--- src/hw/rtl/dpt_pkg.sv ---
// Shared types, widths and register codes for the depth pixel back-projection block.
package dpt_pkg;

    // Largest frame dimension honored; larger register values are clamped to it.
    localparam int DIM_MAX = 4096;

    // Field and register widths.
    localparam int COORD_W = 12;
    localparam int BYTE_W  = 8;
    localparam int Z_W     = 3 * BYTE_W;
    localparam int DREG_W  = 13;
    localparam int F_W     = 24;
    localparam int TRIG_W  = 18;
    localparam int OUT_W   = 34;
    localparam int CFG_W   = 24;
    localparam int IDX_W   = 3;

    // Derived datapath widths.
    localparam int DIM_W  = $clog2(DIM_MAX + 1);
    localparam int CEN_W  = DIM_W - 1;
    localparam int DX_W   = ((CEN_W > COORD_W) ? CEN_W : COORD_W) + 1;
    localparam int M_W    = DX_W + Z_W;
    localparam int SPLIT  = 20;
    localparam int MH_W   = M_W - SPLIT;
    localparam int XL_W   = SPLIT + F_W;
    localparam int XH_W   = MH_W + F_W + 1;
    localparam int V_W    = M_W + F_W;
    localparam int FRAC_SH = 16;
    localparam int PY_W   = V_W - FRAC_SH;
    localparam int PL     = 24;
    localparam int PH_W   = PY_W - PL;
    localparam int CPL_W  = TRIG_W + PL + 1;
    localparam int CPH_W  = TRIG_W + PH_W;
    localparam int SZ_W   = TRIG_W + Z_W + 1;
    localparam int T_W    = TRIG_W + PY_W + 1;
    localparam int Z_SH   = 8;
    localparam int RT_W   = T_W - FRAC_SH;
    localparam int RS_W   = (PY_W > RT_W) ? PY_W : RT_W;

    // Rounding offsets: ties away from zero.
    localparam int RND_POS = 32768;
    localparam int RND_NEG = 32767;

    // Request queue depth between front and back.
    localparam int QD    = 2;
    localparam int QP_W  = (QD > 1) ? $clog2(QD) : 1;
    localparam int QC_W  = $clog2(QD + 1);

    // Cycles from an accepted request to its result strobe.
    localparam int DPT_LAT = 11;

    // Register indexes.
    localparam logic [IDX_W-1:0] REG_IMAGE_WIDTH  = 3'd0;
    localparam logic [IDX_W-1:0] REG_IMAGE_HEIGHT = 3'd1;
    localparam logic [IDX_W-1:0] REG_INV_FOCAL_X  = 3'd2;
    localparam logic [IDX_W-1:0] REG_INV_FOCAL_Y  = 3'd3;
    localparam logic [IDX_W-1:0] REG_COS_TILT     = 3'd4;
    localparam logic [IDX_W-1:0] REG_SIN_TILT     = 3'd5;

    // Register reset values.
    localparam logic [DREG_W-1:0]        RST_WIDTH  = 13'd640;
    localparam logic [DREG_W-1:0]        RST_HEIGHT = 13'd480;
    localparam logic [F_W-1:0]           RST_FX     = 24'd26711;
    localparam logic [F_W-1:0]           RST_FY     = 24'd28961;
    localparam logic signed [TRIG_W-1:0] RST_COS    = 18'sd65536;
    localparam logic signed [TRIG_W-1:0] RST_SIN    = 18'sd0;

    // Configuration register set.
    typedef struct packed {
        logic [DREG_W-1:0]        width;
        logic [DREG_W-1:0]        height;
        logic [F_W-1:0]           fx;
        logic [F_W-1:0]           fy;
        logic signed [TRIG_W-1:0] cos_t;
        logic signed [TRIG_W-1:0] sin_t;
    } t_cfg;

    // One classified pixel request: centred offsets and packed depth.
    typedef struct packed {
        logic signed [DX_W-1:0] dx;
        logic signed [DX_W-1:0] ndy;
        logic [Z_W-1:0]         z;
    } t_item;

endpackage

--- src/hw/rtl/dpt_queue.sv ---
// Short request queue between the front end and the arithmetic back end.
module dpt_queue (
    input  logic           i_clk,
    input  logic           i_rst_n,
    input  logic           i_push,
    input  dpt_pkg::t_item i_item,
    input  logic           i_pop,
    output logic           o_valid,
    output logic           o_full,
    output dpt_pkg::t_item o_item
);
    import dpt_pkg::*;

    t_item            r_mem [QD];
    logic [QP_W-1:0]  r_wr;
    logic [QP_W-1:0]  r_rd;
    logic [QC_W-1:0]  r_count;
    logic [QC_W-1:0]  n_count;
    logic             do_pop;

    assign o_valid = (r_count != '0);
    assign o_full  = (r_count == QC_W'(QD));
    assign o_item  = r_mem[r_rd];
    assign do_pop  = i_pop && o_valid;

    // Occupancy follows pushes and pops.
    always_comb begin
        n_count = r_count + QC_W'(i_push) - QC_W'(do_pop);
    end

    // Pointer and count update.
    always_ff @(posedge i_clk) begin
        if (!i_rst_n) begin
            r_wr    <= '0;
            r_rd    <= '0;
            r_count <= '0;
        end else begin
            r_count <= n_count;
            if (i_push) begin
                r_wr <= (32'(r_wr) == QD - 1) ? '0 : r_wr + 1'b1;
            end
            if (do_pop) begin
                r_rd <= (32'(r_rd) == QD - 1) ? '0 : r_rd + 1'b1;
            end
        end
    end

    // Entry storage.
    always_ff @(posedge i_clk) begin
        if (i_push) begin
            r_mem[r_wr] <= i_item;
        end
    end

endmodule

--- config.mk ---
export PLATFORM = sky130hd
export DESIGN_NAME = dpt_queue
export DESIGN_NICKNAME = d
export VERILOG_FILES = /design/src/hw/rtl/dpt_pkg.sv /design/src/hw/rtl/dpt_queue.sv
export SDC_FILE = /design/constraint.sdc
export NUM_CORES = 1
export LEC_CHECK = 0
export ABC_AREA = 1
export BUFFER_PORTS_ARGS = -buffer_cell sky130_fd_sc_hd__buf_2
export CORE_ASPECT_RATIO = 1.2
export CORE_UTILIZATION = 56
export CTS_CLUSTER_DIAMETER = 60
export DETAILED_ROUTE_END_ITERATION = 16
export PLACE_DENSITY = 0.84
export SLEW_MARGIN = 30
export SYNTH_ARGS = -nofsm -noshare
export SYNTH_HDL_FRONTEND = slang
export SYNTH_SLANG_ARGS = --single-unit
export TNS_END_PERCENT = 100
--- constraint.sdc ---
create_clock -name i_clk -period 6.2 [get_ports i_clk]
set_clock_uncertainty 0.2 [all_clocks]
set_input_delay 0.62 -clock i_clk [delete_from_list [all_inputs] [get_ports i_clk]]
set_output_delay 0.62 -clock i_clk [all_outputs]
set_load 0.03 [all_outputs]
Yosys cells after proc, flatten, opt, wreduce, memory -nomap -nowiden
Memory sizes are Yosys's and may differ from the RTL's. A register that Yosys moved wholly into a read port is not among the register bits. Cells that the tools add are included.

Bits in registers: 4. Latch bits: 0. Memory bits (writable): 100. Bits in read-only memories: 0. Input bits: 54. Output and inout bits: 52. Memories: 1.

Memory list: r_mem (words 2, width 50, rd ports 1, clocked after memory_dff 1, write ports 1, RTL line dpt_queue.sv:14) `t_item r_mem [QD];`.

$add $sub $neg: 4. $mul: 0. Divide/modulo/power cells: 0. Order comparisons: 0. Eq/ne operators: 1. Shifts and indexed selects: 0. Multiplexer cells: 6. Bitwise gates (word level): 0. Reductions and logical operators: 2.

Operator list (count): $mux 1 (6); $add 1x1->1 const B (2); $add 2x1->2 (1); $eq 2x2->1 const B (1); $reduce_bool 2->1 (1); $sub 2x1->2 (1); $logic_and 1x1->1 (1).

Depth between registers and ports, before layout
Gate-level depths: netlist of run 1.

Word-level depth: 4. Depth in mapped cells: 10. Mapped depth without buffers: 10.

Worst setup path before layout of run 1
No wires, ideal clock.

Kind: input to register. Start: input port i_push. End: memory r_mem[0][0] (netlist bit), enable pin. Library setup time: 0.459 ns. Arrival: 2.760 ns. Data required time: 5.541 ns. Path slack: 2.781 ns. Stages on the path: 2. Path buffers: 0. Path through: inv_1 nor2_1.

Cells in the longest elaborated chain, start to end: 2.

Ends and longest elaborated chain: start: declaration (RTL line dpt_queue.sv:5) `input logic i_push,`; $mux 1 (RTL line dpt_queue.sv:50) `if (i_push) begin`; $mux 1 (implied by the code) (RTL line dpt_queue.sv:51) `r_mem[r_wr] <= i_item;`; end: declaration (RTL line dpt_queue.sv:14).

No other way between the ends.

==> metrics.yaml, run 1 <==
rsz0062_at_grt: "false"
cts.clk_slew.worst_paths_ns: 0.10
dp_hpwl_um: 4010
cp_top_family: "flip-flops"
clk-insertion-delay-late_ns: 0.35
cts_buffer_depth: 2
fmaxAchievable_mhz: 372
synth.top_cell.area_share_pct: 73.1
maxSlewHeadroom_pct: 39.1
cp_depth: 2
worst_ir_drop_vdd_v: 0.000231
min-delay-path-class: "input pin to flip-flop"
clock_tree.root_cell: "sky130_fd_sc_hd__clkbuf_8"
rrSetupSlack_ns: 4.58
filler_instances: 471
port-buffer-count: 105
timing_worst_setup_path_type: "flip-flop to output port"
io_pins: 106
fp.dieW_um: 80.2
finalHoldViolCount: 0
crit_path_start_kind: "flip-flop"
reg2reg_depth: 10
holdBufCountCts: 0
max_cap_viol_count: 0
net_count_reported_at_finish: 360
global_route_wire_length_before_repair_um: 9010
timing.setup.tns_ns: 0
placement_rows: 33
ys_seq_area_share_pct: 75.6
layout_common_cells: "sky130_fd_sc_hd__buf_2, sky130_fd_sc_hd__edfxtp_1, sky130_fd_sc_hd__mux2_4, sky130_fd_sc_hd__nor2_1, sky130_fd_sc_hd__clkbuf_8"
vias: 1988
area_growth_pct: 17.4
syn_avg_cell_area_sq_um: 21.3
coreArea_sq_um: 6980
gr-total-overflow: 0
antenna_cells: 0
grt_start_max_net_pins: 51
syn-num-nets: 249
required_ns: 5.38
avgRoutedWirePerCell_um: 15.2
post-cts-setup-buffers: 0
tritoncts: "yes"
r2r-start: "r_count[0]$_SDFF_PN0_"
worst-slew-pin-transition_ns: 0.914
timing.critical_path.arrival_ns: 1.87
synthDominantAreaCellType: "sky130_fd_sc_hd__edfxtp_1"
crit-reg2reg-capture: "r_count[1]$_SDFF_PN0_"
synth.lib_cells_used.distinct: 11
leakage_nw: 1.95
routed_via_density: 5.02
totalWireLength_um: 6000
numClockSinks: 105
drt.antenna.violating_nets: 0
critPathCapture: "o_item[33]"
timing.critical_path.slowest_stage_cell: "sky130_fd_sc_hd__dfxtp_4"
final_layout_size_suffix_gt1_share_pct: 56.0
detail_route.first_pass.iterations: 4
first_global_vias: 1941
slew_viol_final: 0
crit_share_post_route_pct: 43.3
layout_min_cycle_time_ns: 2.69
setup_viol: 0
crit_path_cell_trace: "mux2_4 -> buf_2"
initial_core_utilization_pct: 58.8
clock_tree.htree_level_count: 3
initial_detailed_routing_violation_count: 86
cts.repair.resized: 0
synth-seq-cells: 105
final_cells: 396
grtUsageTotal_pct: 16.7
critPathBufInv: 1
critPathCaptureType: "output port"
numPlacedInstances: 380
post-route-drc-count: 0
postSynthCellCount: 193
initial_antenna_violation_count: 0
mappedNetlistArea_sq_um: 4110
outcome: "finished clean"
gp_congestion: 0.640
cts_buffers: 9
worst_path_largest_cell_delay_ns: 0.95
die-area_sq_um: 7680
layout.cells.most_common: "sky130_fd_sc_hd__buf_2"
yosysWarningCount: 0
power.density_cell_area_nw_per_um2: 355
critical_path.max_fanout: 50
die_h_um: 95.8
synth.area.top_cells: "sky130_fd_sc_hd__edfxtp_1, sky130_fd_sc_hd__mux2_4, sky130_fd_sc_hd__buf_12"
per-stage QoR:
step                      cell area [sq um]  utilization [%]  worst slack [ns]  hold slack (ns)  power (mW)
after floorplan                        4110                -              2.78            0.267        1.29
after CTS                              4820             69.1              3.47            0.233        1.73
after detailed placement               4650             66.6              3.86            0.301        1.37
final                                  4820             69.1              3.51            0.251        1.71
after global routing                   4820             69.1              3.43            0.227        1.78
after global placement                 4650             66.6              3.86            0.286        1.36
registers in the layout, summed over array words and instances, names as in the netlist, named ones only:
register  flops
r_wr          1
r_rd          1
r_mem       100
r_count       2
worst reg2reg max path: stages (launching register included):
cell	delay, ns
sky130_fd_sc_hd__dfxtp_1	0.37
sky130_fd_sc_hd__nor2_1	0.05
sky130_fd_sc_hd__nor2_1	0.12
sky130_fd_sc_hd__ha_1	0.25
sky130_fd_sc_hd__inv_1	0.05
sky130_fd_sc_hd__ha_1	0.15
sky130_fd_sc_hd__inv_1	0.04
sky130_fd_sc_hd__nand2_1	0.08
sky130_fd_sc_hd__nand3_1	0.09
sky130_fd_sc_hd__nand2_1	0.07
sky130_fd_sc_hd__nor2_1	0.04
kinds of logic (layout without fill, tap and decap cells):
family / Yosys count / in the layout / share of synthesized area, %
AND/OR/NAND/NOR: 20 / 20 / 1.89
buffers and inverters: 15 / 131 / 3.53
AO/OA/AOI/OAI: 1 / 1 / 0.122
flip-flops: 105 / 105 / 75.6
adder cells (fa/ha/maj): 2 / 2 / 0.609
multiplexers: 50 / 50 / 18.3
how the worst min path moves through the flow:
stage | from | end | slack (ns) | depth (start not counted)
after floorplan | r_rd$_SDFFE_PN0P_ | flip-flop | 0.27 | 2
after global placement | r_rd$_SDFFE_PN0P_ | r_rd$_SDFFE_PN0P_ | 0.29 | 2
after detailed placement | r_rd$_SDFFE_PN0P_ | flip-flop | 0.30 | 2
after CTS | i_item[37] | r_mem[0][37]$_DFFE_PP_ | 0.23 | 1
after global routing | i_item[1] | r_mem[1][1]$_DFFE_PP_ | 0.23 | 1
final | i_item[32] | r_mem[1][32]$_DFFE_PP_ | 0.25 | 1
synth_stat cells (all sizes together):
library cell  instances
nand2                 8
mux2                 50
buf                   6
edfxtp              100
ha                    2
nor2                 10
nand3                 2
dfxtp                 5
a21oi                 1
inv                   9
report_power, final:
group          leakage (nW)  switching, mW  internal (mW)  total [mW]
clock                0.0807          0.215          0.147       0.362
sequential            0.981         0.0660          0.827       0.893
combinational         0.885          0.250          0.206       0.456
layer usage:
metal	share of wire (%)	wire length [um]	GRT usage (%)
met1	37	2200	17.3
met2	56	3350	30.5
met3	5.2	312	4.36
met4	2.3	141	9.08
met5	0	0	0
area by class of cell:
| class | count | area, sq um | area share (%) |
|---|---|---|---|
| sequential | 105 | 3110 | 64.5 |
| multi-input combinational | 73 | 866 | 18.0 |
| timing repair buffer | 106 | 533 | 11.1 |
| clock buffer | 10 | 128 | 2.65 |
| tap | 87 | 109 | 2.26 |
| clock inverter | 6 | 41.3 | 0.857 |
| inverter | 9 | 36.3 | 0.753 |
No activity file was read; power rests on OpenSTA's default activity.
==> run 2, diff against run 1 <==
- ABC_AREA: 1 -> 0
- CORE_UTILIZATION: 56 -> 47
- PLACE_DENSITY: 0.84 -> 0.75
- clock period: 6.2 -> 2.3 ns (I/O delays scaled with it)
==> metrics.yaml, run 2 <==
die_h_um: 104
edff_count_synth: 100
numClockSinks: 105
maxSlewHeadroom_pct: 68.9
synth_commonest_cells: "sky130_fd_sc_hd__edfxtp_1, sky130_fd_sc_hd__mux2_4, sky130_fd_sc_hd__buf_12, sky130_fd_sc_hd__dfxtp_1, sky130_fd_sc_hd__nor2b_1"
reg.largest.list: "r_mem: 100 flops, r_count: 2 flops"
final.setup.worst_slack_ns: 0.260
grtUsageTotal_pct: 16.2
largest-register: "r_mem"
power.density_cell_area_nw_per_um2: 863
fmaxAchievable_mhz: 490
pwr-share-comb_pct: 31.5
area_growth_pct: 31.3
synth_xor_xnor_area_share_pct: 0.548
dp_slack_ns: 0.658
timing.critical_path.arrival_ns: 1.61
holdBufCountCts: 51
hold_path.startpoint: "i_pop"
number_of_instances_on_the_worst_hold_path: 3
syn-num-nets: 235
yosysWarningCount: 0
rsz0062_at_grt: "false"
timing.critical_path.slowest_stage_cell: "sky130_fd_sc_hd__dfxtp_4"
power_switching_share_pct: 29.9
detail_route.first_pass.iterations: 6
post-cts-setup-buffers: 0
p_sw_mw: 1.39
coreArea_sq_um: 8520
cts_buffer_depth: 2
synth_flop_cell: "sky130_fd_sc_hd__edfxtp_1"
layout_min_cycle_time_ns: 2.04
setup_viol: 0
clk-insertion-delay-late_ns: 0.35
fp.dieW_um: 87.4
global_route_wire_length_before_repair_um: 10600
drt.antenna.violating_nets: 0
cts_buffers: 9
gp_congestion: 0.695
asyncSetResetFlopFracSynth_pct: 0
io_pins: 106
basic_gate_share_of_the_synthesized_area_counting_and_or_nand_and_nor_cells_pct: 1.31
synth.area.top_cells: "sky130_fd_sc_hd__edfxtp_1, sky130_fd_sc_hd__mux2_4, sky130_fd_sc_hd__buf_12"
totalWireLength_um: 6720
synth_area_in_adders_pct: 0.609
slew_viol_final: 0
intPower_mw: 3.26
dp_hpwl_um: 4140
timing_worst_setup_path_type: "flip-flop to output port"
min-delay-path-class: "input pin to flip-flop"
placement_rows: 37
rrSetupSlack_ns: 0.68
synth-seq-cells: 105
muxShareOfSynthArea_pct: 18.8
first_global_vias: 2244
layout_common_cells: "sky130_fd_sc_hd__buf_2, sky130_fd_sc_hd__edfxtp_1, sky130_fd_sc_hd__dlygate4sd3_1, sky130_fd_sc_hd__mux2_4, sky130_fd_sc_hd__clkbuf_8"
final_layout_size_suffix_gt1_share_pct: 50.1
initial_core_utilization_pct: 48.3
synth.lib_cells_used.distinct: 16
ys_seq_area_share_pct: 75.5
worst_ir_drop_vdd_v: 0.000731
seq_pwr_share_pct: 48.8
antenna_cells: 0
worst_hold_margin_ns: 0.0367
synth.top_cell.area_share_pct: 73.1
fin_util_pct: 63.3
finalHoldViolCount: 0
leakage_nw: 2.15
net_count_reported_at_finish: 401
crit-reg2reg-capture: "r_count[1]$_SDFF_PN0_"
largest_register_ff_count: 100
cts.repair.resized: 0
gr-total-overflow: 0
postSynthCellCount: 179
worst-slew-pin-transition_ns: 0.466
power_share_of_the_clock_group_pct: 19.7
synth_top_family_by_area: "multiplexers"
dpl_cell_area_sq_um: 4730
initial_antenna_violation_count: 0
routed_via_density: 4.55
crit_path_cell_trace: "buf_12 -> mux2_4 -> buf_2"
initial_detailed_routing_violation_count: 88
avgRoutedWirePerCell_um: 14.4
critical_path.max_fanout: 50
port-buffer-count: 105
required_ns: 1.87
clock_tree.root_cell: "sky130_fd_sc_hd__clkbuf_8"
fin_total_pwr_mw: 4.66
stdcell_area_sq_um: 5400
reg2reg_depth: 6
cts.clk_slew.worst_paths_ns: 0.08
critPathCaptureType: "output port"
numPlacedInstances: 400
layout.cells.most_common: "sky130_fd_sc_hd__buf_2"
grt_start_max_net_pins: 51
synth-compound-area-share_pct: 0.396
outcome: "finished clean"
r2r-start: "r_count[1]$_SDFF_PN0_"
die-area_sq_um: 9120
clock_tree.htree_level_count: 3
syn_avg_cell_area_sq_um: 23.0
worst_path_largest_cell_delay_ns: 0.36
yosys.cell_count.top_type: "sky130_fd_sc_hd__edfxtp_1"
final_cells: 466
crit_share_post_route_pct: 88.7
timing.setup.tns_ns: 0
post-route-drc-count: 0
cp_top_family: "buffers and inverters"
mappedNetlistArea_sq_um: 4110
vias: 2120
synthDominantAreaCellType: "sky130_fd_sc_hd__edfxtp_1"
crit_path_start_kind: "flip-flop"
tritoncts: "yes"
max_cap_viol_count: 0
critPathBufInv: 2
## run 2: kinds of logic (layout without fill, tap and decap cells)
logic type	Yosys count	after routing
AND/OR/NAND/NOR	9	9
buffers and inverters	8	178
flip-flops	105	105
multiplexers	52	52
adder cells (fa/ha/maj)	2	2
XOR/XNOR	1	1
AO/OA/AOI/OAI	2	2
## run 2: how the worst max path moves through the flow
stage / end / slack [ns] / depth (start not counted)
after CTS: o_item[44] / 0.25 / 3
after global routing: o_item[44] / 0.21 / 3
after floorplan: r_mem[0][0]$_DFFE_PP_ / 0.04 / 1
after global placement: o_item[41] / 0.66 / 3
after detailed placement: o_item[44] / 0.66 / 3
final: o_item[17] / 0.26 / 3
## run 2: area by class of cell
cell class              instances  area (sq um)
well taps                     117           146
repair buffers                161          1090
fillers                       634          3120
clock buffers                  10           128
clock inverters                 5          23.8
flip-flops and latches        105          3110
inverters                       2          7.51
multi-input cells              66           897
## run 2: power groups by stage
stage               registers, mW  clock network [mW]  logic [mW]
finish                       2.27               0.919        1.47
global route                 2.28                1.03        1.55
CTS                          2.27               0.961        1.48
detailed placement           2.32                   0        1.41
global placement             2.31                   0        1.39
floorplan                    2.30                   0        1.20
## run 2: layer usage
layer	vias up	routed length, um	global-route usage, %
met1	1019	2660	17.4
met4	0	163	9.95
li1	1031	-	-
met3	11	224	3.10
met5	-	0	0
met2	59	3670	28.7
## run 2: worst register-to-register path, delay by kind of cell (launching register included)
kind                       cells  cell delay (ns)
buffers and inverters          1             0.06
xor gates and xnor gates       1             0.20
DFF                            1             0.34
adders and majority gates      2             0.41
and+or+nand+nor                1             0.10
AOI/OAI and AO/OA              1             0.25
