--- config.mk ---
export PLATFORM = sky130hd
export DESIGN_NAME = dpt_front
export DESIGN_NICKNAME = d
export VERILOG_FILES = /design/src/hw/rtl/dpt_pkg.sv /design/src/hw/rtl/dpt_front.sv
export SDC_FILE = /design/constraint.sdc
export NUM_CORES = 1
export LEC_CHECK = 0
export BUFFER_PORTS_ARGS = -buffer_cell sky130_fd_sc_hd__buf_4
export CAP_MARGIN = 15
export CELL_PAD_IN_SITES_DETAIL_PLACEMENT = 0
export CELL_PAD_IN_SITES_GLOBAL_PLACEMENT = 1
export CORE_MARGIN = 2
export CORE_UTILIZATION = 26
export CTS_CLUSTER_DIAMETER = 150
export DETAILED_ROUTE_END_ITERATION = 10
export MAX_ROUTING_LAYER = met4
export PLACE_DENSITY_LB_ADDON = 0.1
export SLEW_MARGIN = 15
export SYNTH_ARGS = -nofsm -noshare
export SYNTH_HDL_FRONTEND = slang
export SYNTH_SLANG_ARGS = --single-unit
--- constraint.sdc ---
create_clock -name i_clk -period 3.3 [get_ports i_clk]
set_clock_uncertainty 0.2 [all_clocks]
set_input_delay 0.33 -clock i_clk [delete_from_list [all_inputs] [get_ports i_clk]]
set_output_delay 0.33 -clock i_clk [all_outputs]
set_load 0.03 [all_outputs]
--- src/hw/rtl/dpt_pkg.sv ---
// Shared types, widths and register codes for the depth pixel back-projection block.
package dpt_pkg;

    // Largest frame dimension honored; larger register values are clamped to it.
    localparam int DIM_MAX = 4096;

    // Field and register widths.
    localparam int COORD_W = 12;
    localparam int BYTE_W  = 8;
    localparam int Z_W     = 3 * BYTE_W;
    localparam int DREG_W  = 13;
    localparam int F_W     = 24;
    localparam int TRIG_W  = 18;
    localparam int OUT_W   = 34;
    localparam int CFG_W   = 24;
    localparam int IDX_W   = 3;

    // Derived datapath widths.
    localparam int DIM_W  = $clog2(DIM_MAX + 1);
    localparam int CEN_W  = DIM_W - 1;
    localparam int DX_W   = ((CEN_W > COORD_W) ? CEN_W : COORD_W) + 1;
    localparam int M_W    = DX_W + Z_W;
    localparam int SPLIT  = 20;
    localparam int MH_W   = M_W - SPLIT;
    localparam int XL_W   = SPLIT + F_W;
    localparam int XH_W   = MH_W + F_W + 1;
    localparam int V_W    = M_W + F_W;
    localparam int FRAC_SH = 16;
    localparam int PY_W   = V_W - FRAC_SH;
    localparam int PL     = 24;
    localparam int PH_W   = PY_W - PL;
    localparam int CPL_W  = TRIG_W + PL + 1;
    localparam int CPH_W  = TRIG_W + PH_W;
    localparam int SZ_W   = TRIG_W + Z_W + 1;
    localparam int T_W    = TRIG_W + PY_W + 1;
    localparam int Z_SH   = 8;
    localparam int RT_W   = T_W - FRAC_SH;
    localparam int RS_W   = (PY_W > RT_W) ? PY_W : RT_W;

    // Rounding offsets: ties away from zero.
    localparam int RND_POS = 32768;
    localparam int RND_NEG = 32767;

    // Request queue depth between front and back.
    localparam int QD    = 2;
    localparam int QP_W  = (QD > 1) ? $clog2(QD) : 1;
    localparam int QC_W  = $clog2(QD + 1);

    // Cycles from an accepted request to its result strobe.
    localparam int DPT_LAT = 11;

    // Register indexes.
    localparam logic [IDX_W-1:0] REG_IMAGE_WIDTH  = 3'd0;
    localparam logic [IDX_W-1:0] REG_IMAGE_HEIGHT = 3'd1;
    localparam logic [IDX_W-1:0] REG_INV_FOCAL_X  = 3'd2;
    localparam logic [IDX_W-1:0] REG_INV_FOCAL_Y  = 3'd3;
    localparam logic [IDX_W-1:0] REG_COS_TILT     = 3'd4;
    localparam logic [IDX_W-1:0] REG_SIN_TILT     = 3'd5;

    // Register reset values.
    localparam logic [DREG_W-1:0]        RST_WIDTH  = 13'd640;
    localparam logic [DREG_W-1:0]        RST_HEIGHT = 13'd480;
    localparam logic [F_W-1:0]           RST_FX     = 24'd26711;
    localparam logic [F_W-1:0]           RST_FY     = 24'd28961;
    localparam logic signed [TRIG_W-1:0] RST_COS    = 18'sd65536;
    localparam logic signed [TRIG_W-1:0] RST_SIN    = 18'sd0;

    // Configuration register set.
    typedef struct packed {
        logic [DREG_W-1:0]        width;
        logic [DREG_W-1:0]        height;
        logic [F_W-1:0]           fx;
        logic [F_W-1:0]           fy;
        logic signed [TRIG_W-1:0] cos_t;
        logic signed [TRIG_W-1:0] sin_t;
    } t_cfg;

    // One classified pixel request: centred offsets and packed depth.
    typedef struct packed {
        logic signed [DX_W-1:0] dx;
        logic signed [DX_W-1:0] ndy;
        logic [Z_W-1:0]         z;
    } t_item;

endpackage

--- src/hw/rtl/dpt_front.sv ---
// Front end: accepts pixel requests, packs depth and centres the coordinates.
module dpt_front (
    input  logic                       i_clk,
    input  logic                       i_rst_n,
    input  logic                       i_start,
    input  logic [dpt_pkg::COORD_W-1:0] i_column,
    input  logic [dpt_pkg::COORD_W-1:0] i_row,
    input  logic [dpt_pkg::BYTE_W-1:0]  i_depth_low_byte,
    input  logic [dpt_pkg::BYTE_W-1:0]  i_depth_mid_byte,
    input  logic [dpt_pkg::BYTE_W-1:0]  i_depth_high_byte,
    input  dpt_pkg::t_cfg              i_cfg,
    input  logic                       i_q_full,
    output logic                       o_busy,
    output logic                       o_push,
    output dpt_pkg::t_item             o_item
);
    import dpt_pkg::*;

    logic             r_valid;
    logic             n_valid;
    t_item            r_item;
    t_item            n_item;
    logic             accept;
    logic [DIM_W-1:0] w_clamp;
    logic [DIM_W-1:0] h_clamp;
    logic [CEN_W-1:0] cx;
    logic [CEN_W-1:0] cy;

    // Handshake: the staging register drains into the queue unless it is full.
    assign o_busy = r_valid && i_q_full;
    assign o_push = r_valid && !i_q_full;
    assign accept = i_start && !o_busy;
    assign o_item = r_item;

    // Frame centres with the dimension clamped to the supported maximum.
    always_comb begin
        w_clamp = (32'(i_cfg.width) > 32'(DIM_MAX)) ? DIM_W'(DIM_MAX) : DIM_W'(i_cfg.width);
        h_clamp = (32'(i_cfg.height) > 32'(DIM_MAX)) ? DIM_W'(DIM_MAX) : DIM_W'(i_cfg.height);
        cx = w_clamp[DIM_W-1:1];
        cy = h_clamp[DIM_W-1:1];
    end

    // Classify the pixel: depth word and signed offsets from the centre.
    always_comb begin
        n_item.z   = {i_depth_high_byte, i_depth_mid_byte, i_depth_low_byte};
        n_item.dx  = $signed(DX_W'(i_column) - DX_W'(cx));
        n_item.ndy = $signed(DX_W'(cy) - DX_W'(i_row));
        if (accept) begin
            n_valid = 1'b1;
        end else if (o_push) begin
            n_valid = 1'b0;
        end else begin
            n_valid = r_valid;
        end
    end

    always_ff @(posedge i_clk) begin
        if (!i_rst_n) begin
            r_valid <= 1'b0;
        end else begin
            r_valid <= n_valid;
        end
    end

    always_ff @(posedge i_clk) begin
        if (accept) begin
            r_item <= n_item;
        end
    end

endmodule

* Yosys cells after proc, flatten, opt, wreduce, memory -nomap -nowiden
Index checks and enable logic that the tools add are counted.
Operators by class: add/sub/neg operators 2, magnitude comparators 2, muxes and demuxes 4, reductions and logical operators 6
Operators by type and width (number):
- 13-bit > comparator, second input constant | 2
- 13-bit 2-to-1 mux | 2
- 12-bit by 12-bit subtractor with 13-bit output | 2
- 1-bit logical AND | 3
- 1-bit zero test | 2
- 1-bit 2-to-1 mux | 2
- 2-bit nonzero test | 1
Word-level totals: flip-flop bits (word level) 51, input bits 162, output and inout port bits 52

* Longest topological paths before layout
Gate-level depths: netlist of run 1.
depth in word-level cells 4, depth in mapped cells 9, gate-level depth less buffers 9

* Worst setup path before layout of run 1
OpenSTA, ideal clock, no wires.
path kind input port to flip-flop, start input port i_q_full, end register r_item, in the netlist o_item[0] (enable), library setup time 463 ps, arrival 2868 ps, data required time 2637 ps, setup slack -231 ps, stages on the path 2, buffers on the path 0, cell sequence and2_1 -> nor2b_1
On the way: cells in the longest elaborated chain, start to end 3
RTL lines:
- from (decl) | RTL line dpt_front.sv:12 | input logic i_q_full,
- 1-bit logical AND | RTL line dpt_front.sv:30 | assign o_busy = r_valid && i_q_full;
- 1-bit zero test | RTL line dpt_front.sv:32 | assign accept = i_start && !o_busy;
- 1-bit logical AND | RTL line dpt_front.sv:32
- net accept | RTL line dpt_front.sv:23 | logic accept;
- to (signal assigned) | RTL line dpt_front.sv:67 | r_item <= n_item;
- to (decl) | RTL line dpt_front.sv:21 | t_item r_item;
The timed path passes the listed nets, and every way through them passes these cells. A chain may end at the register's enable or synchronous reset.

==> flow_metrics.tcl, run 1 <==
set metrics [dict create \
    synth-compound-area-share_pct 14.70 \
    cts_tree "yes" \
    drc_errors 0 \
    synth_top_area_cell "edfxtp_1" \
    crit_family "compound AO/OA/AOI/OAI gates" \
    first_pass_iters 4 \
    ys_async_sr_fraction_pct 0 \
    highest_layer "met4" \
    synth_top_area_share_pct 52.17 \
    min_from "i_rst_n" \
    worstMarginPinSlew_ns 0.6423 \
    vias_per_cell 4.254 \
    synth_top_family_by_area "compound AO/OA/AOI/OAI gates" \
    vias 2297 \
    relSlewSlack_pct 57.18 \
    nets 587 \
    required_ns 3.16 \
    seq_area_frac_synth_pct 52.87 \
    gp_congestion 0.8061 \
    grt_overflow_total 0 \
    slowest_delay_ns 0.40 \
    synth-adder-area-share_pct 11.83 \
    dieArea_um2 11930 \
    synth_cell_types 42 \
    layout_worst_path_cycle_share_pct 68.13 \
    syn2layout_area_growth_pct 50.83 \
    cp.arrival_ns 2.11 \
    synthTopCellsByArea "edfxtp_1 (52%), ha_1 (10%), a21oi_1 (3.1%)" \
    rows 38 \
    tns_ns 0 \
    rr_startpoint "r_valid" \
    hp-class "primary input to flip-flop" \
    wl_met1_um 3342 \
    final_cell_mix "buf_4 (128), edfxtp_1 (50), inv_1 (24), ha_1 (24), dlygate4sd3_1 (24)" \
    whs_ns 0.01810 \
    clk_pin_slew_ns 0.11 \
    final_common_cell "buf_4" \
    antenna_found_initial 0 \
    synth-simple-area-share_pct 11.70 \
    die_w_um 109.2 \
    crit_path_max_fanout 11 \
    setup.worst_path.start_class "primary input" \
    hold_viol 0 \
    reg2reg_to "o_item[28]" \
    syn_inst 244 \
    hold_end "r_valid" \
    wl_per_cell_um 12.69 \
    grt_max_degree 51 \
    place_hpwl_um 5304 \
    cts_inserted_buffers 5 \
    h-tree-depth 2 \
    ioPinCount 214 \
    p_per_area_nw_per_um2 401.7 \
    crit_chain "buf_4, inv_1, nand2_1, ha_1, nor2b_1, o21a_1, o2111ai_1, a21oi_1, nand4b_1" \
    end_kind "flip-flop" \
    wl_met3_um 390 \
    hold_depth 2 \
    ys_seq_elements 51 \
    critical_path_class "primary input to flip-flop" \
    routed_wl_um 6854 \
    initial_utilization_pct 26.55 \
    root_buffer "clkbuf_8" \
    clk_latency_ns 0.31 \
    rsz0062_at_grt "no" \
    synth_xor_area_share_pct 4.870 \
    synth_edf_count 50 \
    cts.sinks 51 \
    setup_viol 0 \
    finalWorstSetupSlack_ns 1.052 \
    reg2reg_slack_ns 1.57 \
    coreArea_um2 10840 \
    cts_resized 0 \
    cap_violations 0 \
    design_area_um2 4340 \
    report.final.slew_viol_count 0 \
    layout-drive-gt1-share_pct 37.00 \
    path_buf_inv 2 \
    fmax_mhz 444.8 \
    die_y_um 109.2 \
    slowest_stage "o2111ai_1" \
    rr_worst_depth 3 \
    post-route-min-period_ns 2.248 \
    synth.avg_cell_area_um2 11.79 \
    first_global_vias 2243 \
    synth_ff_type "edfxtp_1" \
    peakVddDrop_uv 205.7 \
    synth_area_um2 2878 \
    io_buffers 127 \
    ant_nets 0 \
    num_antenna_cells 0 \
    synth_nets 432 \
    muxShareOfSynthArea_pct 0.3478 \
    grtUsageTotal_pct 11.74 \
    status "finished, final reports clean" \
    wl_met2_um 3075 \
    yosys_warnings 0 \
    grt_pass1_wl_um 10700 \
    placed_area_um2 4005 \
    clockBufferDepth 2 \
    drt_iter0_drc 50 \
    post-place-ws_ns 0.6620 \
    power_leakage_nw 1.950 \
]
[state kept, by name, summed over array words and instances, names as in the netlist]
name and cells:
o_item 50, r_valid 1
[cells in the mapped netlist (2+ instances only)]
| library cell | number |
|---|---|
| nand2_1 | 17 |
| nor2b_1 | 14 |
| o21a_1 | 4 |
| edfxtp_1 | 50 |
| xnor2_1 | 9 |
| and3_1 | 2 |
| nand2b_1 | 3 |
| or2_1 | 2 |
| o21ai_0 | 6 |
| a21oi_1 | 18 |
| nor2_1 | 9 |
| inv_1 | 24 |
| a21o_1 | 8 |
| and2_4 | 2 |
| a211oi_2 | 2 |
| nand3_1 | 5 |
| a31oi_1 | 2 |
| a41oi_1 | 2 |
| clkbuf_1 | 3 |
| o21bai_1 | 4 |
| xor2_1 | 7 |
| nor3_1 | 3 |
| and2_1 | 2 |
| o21ai_1 | 4 |
| ha_1 | 24 |
| fa_1 | 2 |
[stage by stage]
stage / util [%] / power, mW / cells
final: 40.04 / 1.744 / 540
after global placement: 36.95 / 1.359 / 508
after CTS: 40.04 / 1.773 / 540
after global routing: 40.04 / 1.849 / 540
after detailed placement: 36.95 / 1.359 / 508
after floorplan: - / 1.151 / 244
[power by group]
group	switching [mW]	total (mW)	internal [mW]
Clock	0.226	0.382	0.157
Combinational	0.303	0.555	0.253
Sequential	0.0168	0.806	0.789
[cells by family (layout without fill, tap and decap cells)]
kind of cell,Yosys count,count (layout)
AO/OA/AOI/OAI,59,59
XOR/XNOR,16,16
multiplexers,1,1
buffers and inverters,28,184
AND/OR/NAND/NOR,63,63
flip-flops,51,51
adder cells (fa/ha/maj),26,26
[worst max path at each step]
stage                     cells past startpoint  slack, ns         end  startpoint
after floorplan                               2       0.72   o_item[0]    i_q_full
after global placement                        9       0.68  o_item[46]  i_cfg[109]
after detailed placement                      9       0.66  o_item[46]  i_cfg[109]
after CTS                                     9       1.03  o_item[46]  i_cfg[109]
after global routing                          9       0.87  o_item[48]  i_cfg[109]
final                                         9       1.05  o_item[46]  i_cfg[109]
[cell type report]
cell class / count / area (um2)
Timing Repair Buffer: 152 / 1201
Clock buffer: 5 / 68.82
Sequential cell: 51 / 1521
Clock inverter: 3 / 26.28
Tap cell: 140 / 175.2
Multi-Input combinational cell: 165 / 1257
Fill cell: 1079 / 6500
Inverter: 24 / 90.09
[timing repair]
item | 4_1_cts | 5_1_grt
endpoints found under the hold margin | 24 | 0
buffers inserted | 0 | 0
hold buffers | 24 | 0
[layer usage]
layer  track usage [%]  up-vias
met5                 -        -
met1             16.35     1030
met2             17.61       78
li1                  -     1187
met3             2.212        2
met4             2.984        0
Note: power is estimated with default switching activity, not from simulation.
==> run 2: changes to the inputs <==
--- a/config.mk
+++ b/config.mk
@@ -5,6 +5,7 @@
 export SDC_FILE = /design/constraint.sdc
 export NUM_CORES = 1
 export LEC_CHECK = 0
+export ABC_AREA = 1
 export BUFFER_PORTS_ARGS = -buffer_cell sky130_fd_sc_hd__buf_4
 export CAP_MARGIN = 15
 export CELL_PAD_IN_SITES_DETAIL_PLACEMENT = 0
==> constraint.sdc (replaced) <==
create_clock -name i_clk -period 1.9 [get_ports i_clk]
set_clock_uncertainty 0.2 [all_clocks]
set_input_delay 0.19 -clock i_clk [delete_from_list [all_inputs] [get_ports i_clk]]
set_output_delay 0.19 -clock i_clk [all_outputs]
set_load 0.03 [all_outputs]
==> flow_metrics.tcl, run 2 <==
set metrics [dict create \
    design_area_um2 6121 \
    min_from "i_q_full" \
    die_y_um 115.2 \
    gp_congestion 0.8003 \
    cts_inserted_buffers 5 \
    fmax_mhz 487.6 \
    cts.sinks 51 \
    largest_register_ffs 50 \
    num_antenna_cells 0 \
    grt_overflow_total 0 \
    post-route-min-period_ns 2.051 \
    nets 819 \
    synth.most_common_cell "nand2_1" \
    drt_iter0_drc 150 \
    cap_violations 0 \
    ys_seq_elements 51 \
    vias 3333 \
    io_buffers 129 \
    ys_async_sr_fraction_pct 0 \
    violations "setup timing" \
    synth_ff_type "edfxtp_1" \
    layout-drive-gt1-share_pct 55.70 \
    synth.avg_cell_area_um2 8.218 \
    clk_pin_slew_ns 0.07 \
    drc_errors 0 \
    rr_startpoint "r_valid" \
    relSlewSlack_pct 75.43 \
    post-place-ws_ns -0.4963 \
    hold_depth 3 \
    fin_cells 800 \
    peakVddDrop_uv 443.2 \
    root_buffer "clkbuf_16" \
    rows 40 \
    synth_edf_count 50 \
    grtUsageTotal_pct 14.25 \
    h-tree-depth 2 \
    die_w_um 115.2 \
    synth_area_um2 3213 \
    cts_tree "yes" \
    syn_inst 391 \
    reg2reg_to "o_item[31]" \
    hp-class "primary input to flip-flop" \
    final_cell_mix "buf_4 (188), nand2_1 (78), inv_1 (59), edfxtp_1 (50), nand2_2 (43)" \
    synth_top_area_share_pct 46.73 \
    dpl.cell_count 740 \
    status "finished, violations left" \
    place_hpwl_um 7050 \
    power_leakage_nw 2.954 \
    seq_area_frac_synth_pct 47.35 \
    ioPinCount 214 \
    reg2reg_slack_ns 0.46 \
    routed_wl_um 9244 \
    synth_top_area_cell "edfxtp_1" \
    first_global_vias 3263 \
    wl_per_cell_um 11.56 \
    grt_pass1_wl_um 14620 \
    final_common_cell "buf_4" \
    clk_latency_ns 0.29 \
    p_per_area_nw_per_um2 630.9 \
    power_mw 3.862 \
    dieArea_um2 13260 \
    rr_worst_depth 4 \
    yosys_warnings 0 \
    clockBufferDepth 2 \
    cp.arrival_ns 1.90 \
    first_pass_iters 4 \
    rsz0062_at_grt "yes" \
    report.final.slew_viol_count 0 \
    grt_max_degree 27 \
    antenna_found_initial 0 \
    end_kind "flip-flop" \
    hold_viol 0 \
    crit_path_max_fanout 6 \
    syn2layout_area_growth_pct 90.50 \
    synthTopCellsByArea "edfxtp_1 (47%), nand2_1 (14%), inv_1 (9.5%)" \
    critical_path_class "primary input to flip-flop" \
    required_ns 1.75 \
    yosys-top-cells-count "nand2_1 (123), inv_1 (81), edfxtp_1 (50)" \
    layout_worst_path_cycle_share_pct 107.9 \
    worstMarginPinSlew_ns 0.3685 \
    setup.worst_path.start_class "primary input" \
    ant_nets 0 \
    synth_cell_types 23 \
    hold_end "r_valid" \
    synth_nets 579 \
    initial_utilization_pct 26.64 \
    setup_viol 16 \
    placed_area_um2 4935 \
    vias_per_cell 4.166 \
    coreArea_um2 12060 \
    finalWorstSetupSlack_ns -0.1508 \
]
run 2: through the flow:
stage | TNS [ns] | utilization [%] | hold slack [ns]
after CTS | -0.4491 | 46.50 | 0.009303
after global routing | -2.782 | 50.75 | 0.05759
after global placement | -7.955 | 40.91 | 0.1680
after detailed placement | -8.046 | 40.91 | 0.1694
after floorplan | -0.9562 | - | 0.08887
final | -0.8707 | 50.75 | 0.01479
run 2: worst max path at each step:
stage | startpoint | endpoint | cells after the start
2_1_floorplan | i_cfg[84] | o_item[32] | 13
3_3_place_gp | i_cfg[84] | o_item[32] | 14
3_5_place_dp | i_cfg[84] | o_item[32] | 14
4_1_cts | i_cfg[93] | o_item[32] | 14
5_1_grt | i_cfg[86] | o_item[32] | 14
6_report | i_cfg[84] | o_item[32] | 14
run 2: worst max-delay path: stages:
cell and delay (ns):
buf_6 0.09, nor2_4 0.09, nand3_2 0.07, nor2_2 0.11, nand2_2 0.12, nand2_2 0.11
nand2_2 0.07, ha_4 0.16, fa_2 0.38, nor2_4 0.12, nor2_4 0.06, or2_1 0.22
nand3_1 0.07, nand2_1 0.05
run 2: cells by family (layout without fill, tap and decap cells):
| logic type | count (synthesis) | after routing | synth area share (%) |
|---|---|---|---|
| simple gates | 197 | 197 | 25.62 |
| fa+ha+maj | 26 | 26 | 10.59 |
| buf+inv | 84 | 325 | 9.813 |
| flops | 51 | 51 | 47.35 |
| compound gates | 23 | 23 | 3.894 |
| xor+xnor | 10 | 10 | 2.726 |
run 2: report_power, final:
part	leakage, nW	internal (mW)	total [mW]	switching [mW]
logic	2.38	0.693	1.43	0.737
clock network	0.0804	0.626	1.04	0.413
registers	0.493	1.37	1.39	0.0260
total	2.95	2.69	3.86	1.18
run 2: final cells by class:
class,count,area [um2]
clock buffers,5,125.1
clock inverters,3,46.29
fillers,1166,5941
inverters,83,319.1
multi-input cells,256,1997
flip-flops and latches,51,1521
well taps,168,210.2
repair buffers,234,1902
run 2: timing repair:
| action | 4_1_cts | 5_1_grt |
|---|---|---|
| endpoints found under the hold margin | 25 | 0 |
| setup endpoints to repair | 17 | 22 |
| pin swaps | 23 | 40 |
| cloned | 0 | 0 |
| setup buffers | 14 | 13 |
| hold buffers | 25 | 0 |
| resized for setup | 51 | 103 |
run 2: metal layers:
metal | wire, um | vias up | track usage [%]
met4 | 131 | 0 | 3.454
met1 | 3742 | 1526 | 16.40
met2 | 4979 | 81 | 26.00
met3 | 391 | 8 | 2.056
met5 | 0 | - | -
li1 | - | 1718 | -
==> run 3: changes to the inputs <==
--- a/config.mk
+++ b/config.mk
@@ -11,7 +11,7 @@
 export CELL_PAD_IN_SITES_DETAIL_PLACEMENT = 0
 export CELL_PAD_IN_SITES_GLOBAL_PLACEMENT = 1
 export CORE_MARGIN = 2
-export CORE_UTILIZATION = 26
+export CORE_UTILIZATION = 29
 export CTS_CLUSTER_DIAMETER = 150
 export DETAILED_ROUTE_END_ITERATION = 10
 export MAX_ROUTING_LAYER = met4
==> constraint.sdc (replaced) <==
create_clock -name i_clk -period 2.02 [get_ports i_clk]
set_clock_uncertainty 0.2 [all_clocks]
set_input_delay 0.202 -clock i_clk [delete_from_list [all_inputs] [get_ports i_clk]]
set_output_delay 0.202 -clock i_clk [all_outputs]
set_load 0.03 [all_outputs]
==> flow_metrics.tcl, run 3 (same netlist as run 2, synthesis figures left out) <==
set metrics [dict create \
    grt_max_degree 28 \
    grtUsageTotal_pct 14.91 \
    clk_pin_slew_ns 0.09 \
    whs_ns 0.1231 \
    h-tree-depth 2 \
    startpoint "i_cfg[85]" \
    slowest_delay_ns 0.38 \
    syn2layout_area_growth_pct 75.12 \
    layout_worst_path_cycle_share_pct 99.78 \
    clk_latency_ns 0.29 \
    crit_family "simple AND/OR/NAND/NOR gates" \
    initial_utilization_pct 29.64 \
    setup_viol 0 \
    clockPowerShare_pct 21.6 \
    design_area_um2 5627 \
    worstMarginPinSlew_ns 0.3314 \
    power_mw 3.232 \
    end_kind "flip-flop" \
    vias_per_cell 4.225 \
    final_common_cell "buf_4" \
    required_ns 1.88 \
    switching_share_pct 30.97 \
    crit_chain "buf_8, nor2_4, nand3_2, nor2_2, nand2_2, nand2_2, nand2_1, ha_2, fa_2, nor2_4, nor2_4, or2_1, nand3_1, nand2_1" \
    largest_register_ffs 50 \
    dieArea_um2 11940 \
    fmax_mhz 496.1 \
    clockBufferDepth 2 \
    p_per_area_nw_per_um2 574.5 \
    slowest_stage "fa_2" \
    coreArea_um2 10840 \
    final_cell_mix "buf_4 (185), nand2_1 (97), inv_1 (67), edfxtp_1 (50), dlygate4sd3_1 (26)" \
    fillers 1048 \
    power_leakage_nw 2.812 \
    nets 802 \
    ant_nets 0 \
    die_y_um 109.3 \
    p_seq_share_pct 40.6 \
    drt_iter0_drc 79 \
    drc_errors 0 \
    gp_congestion 0.8525 \
    setup.worst_path.start_class "primary input" \
    io_buffers 129 \
    root_buffer "clkbuf_8" \
    rsz0062_at_grt "yes" \
    status "finished, final reports clean" \
    cap_violations 0 \
    die_w_um 109.3 \
    post-route-min-period_ns 2.016 \
    wl_per_cell_um 11.95 \
    power_frac_comb_pct 37.8 \
    cts_inserted_buffers 5 \
    cts_tree "yes" \
    p_sw_mw 1.001 \
    crit_path_frequent_cell "nor2_4" \
    num_antenna_cells 0 \
    min_from "i_row[0]" \
    p_int_mw 2.231 \
    hp-class "primary input to flip-flop" \
    multi_input_area_um2 1770 \
    layout-drive-gt1-share_pct 46.83 \
    grt_pass1_wl_um 13660 \
    routed_wl_um 9025 \
    place_hpwl_um 7070 \
    ioPinCount 214 \
    antenna_found_initial 0 \
    placed_area_um2 4772 \
    peakVddDrop_uv 349.3 \
    cts.sinks 51 \
    cp.arrival_ns 1.87 \
    hold_viol 0 \
    first_pass_iters 4 \
    rr_startpoint "r_valid" \
    critical_path_class "primary input to flip-flop" \
    rows 38 \
    crit_path_max_fanout 4 \
    path_buf_inv 1 \
    vias 3190 \
    seq_area_um2 1521 \
    grt_overflow_total 0 \
    first_global_vias 2991 \
    report.final.slew_viol_count 0 \
    relSlewSlack_pct 77.91 \
]
-- run 3: cell count changes in the layout (fill, tap and decap cells not counted), moves of 4 or more --
cell / before / now
ha_1: 8 / 13
inv_1: 59 / 67
a21oi_4: 5 / 1
clkbuf_16: 5 / 0
nand2_1: 78 / 97
buf_6: 20 / 3
ha_4: 15 / 9
inv_2: 20 / 13
nand3_1: 11 / 15
nand2_2: 43 / 21
clkbuf_8: 0 / 5
a21oi_1: 4 / 8
-- run 3: metrics by stage --
step / setup slack, ns / std cells / util, % / setup TNS [ns]
detailed placement: -0.3690 / 706 / 44.02 / -6.232
CTS: -0.007371 / 742 / 48.18 / -0.008521
global route: -0.1265 / 755 / 51.90 / -0.9308
finish: 0.004424 / 755 / 51.90 / 0
global placement: -0.3746 / 706 / 44.02 / -5.681
floorplan: -0.1469 / 391 / - / -0.2612
-- run 3: repair_timing --
item / 4_1_cts / 5_1_grt
hold buffers: 26 / 0
pin swaps: 2 / 33
hold endpoints to repair: 25 / 0
cloned: 0 / 0
gates resized for setup: 13 / 84
endpoints found under the setup margin: 7 / 20
setup buffers: 2 / 14
-- run 3: worst paths after layout --
| path | endpoint | slack [ns] | cells after the start |
|---|---|---|---|
| min reg2reg | o_item[17] | 0.80 | 4 |
| max reg2reg | o_item[47] | 0.60 | 4 |
| max | o_item[32] | 0.004 | 14 |
| min | o_item[24] | 0.12 | 3 |
-- run 3: routing by layer --
layer	track usage (%)	wire length [um]	share of wire (%)	vias to the layer above
met1	21.40	4579	51	1408
met3	2.750	541	6.0	4
met4	3.074	74	0.82	0
met2	22.01	3830	42	93
li1	-	-	-	1685
met5	-	0	0	-
-- run 3: worst reg2reg max path: stages (launching register included) --
cell,delay (ns)
dfxtp_1,0.32
nand2_1,0.07
inv_1,0.09
nor2_4,0.09
buf_4,0.32
-- run 3: power groups by stage --
stage	Sequential (mW)	Clock [mW]	Combinational, mW
CTS	1.31	0.729	1.10
finish	1.31	0.698	1.22
detailed placement	1.33	0	1.03
floorplan	1.52	0	0.381
global route	1.32	0.767	1.34
global placement	1.34	0	1.02
-- run 3: area by class of cell --
type	count	share of cell area, %
clock inverter	2	0.6671
sequential	51	27.04
inverter	83	5.626
tap	140	3.113
timing repair buffer	217	30.80
clock buffer	6	1.290
multi-input combinational	256	31.47
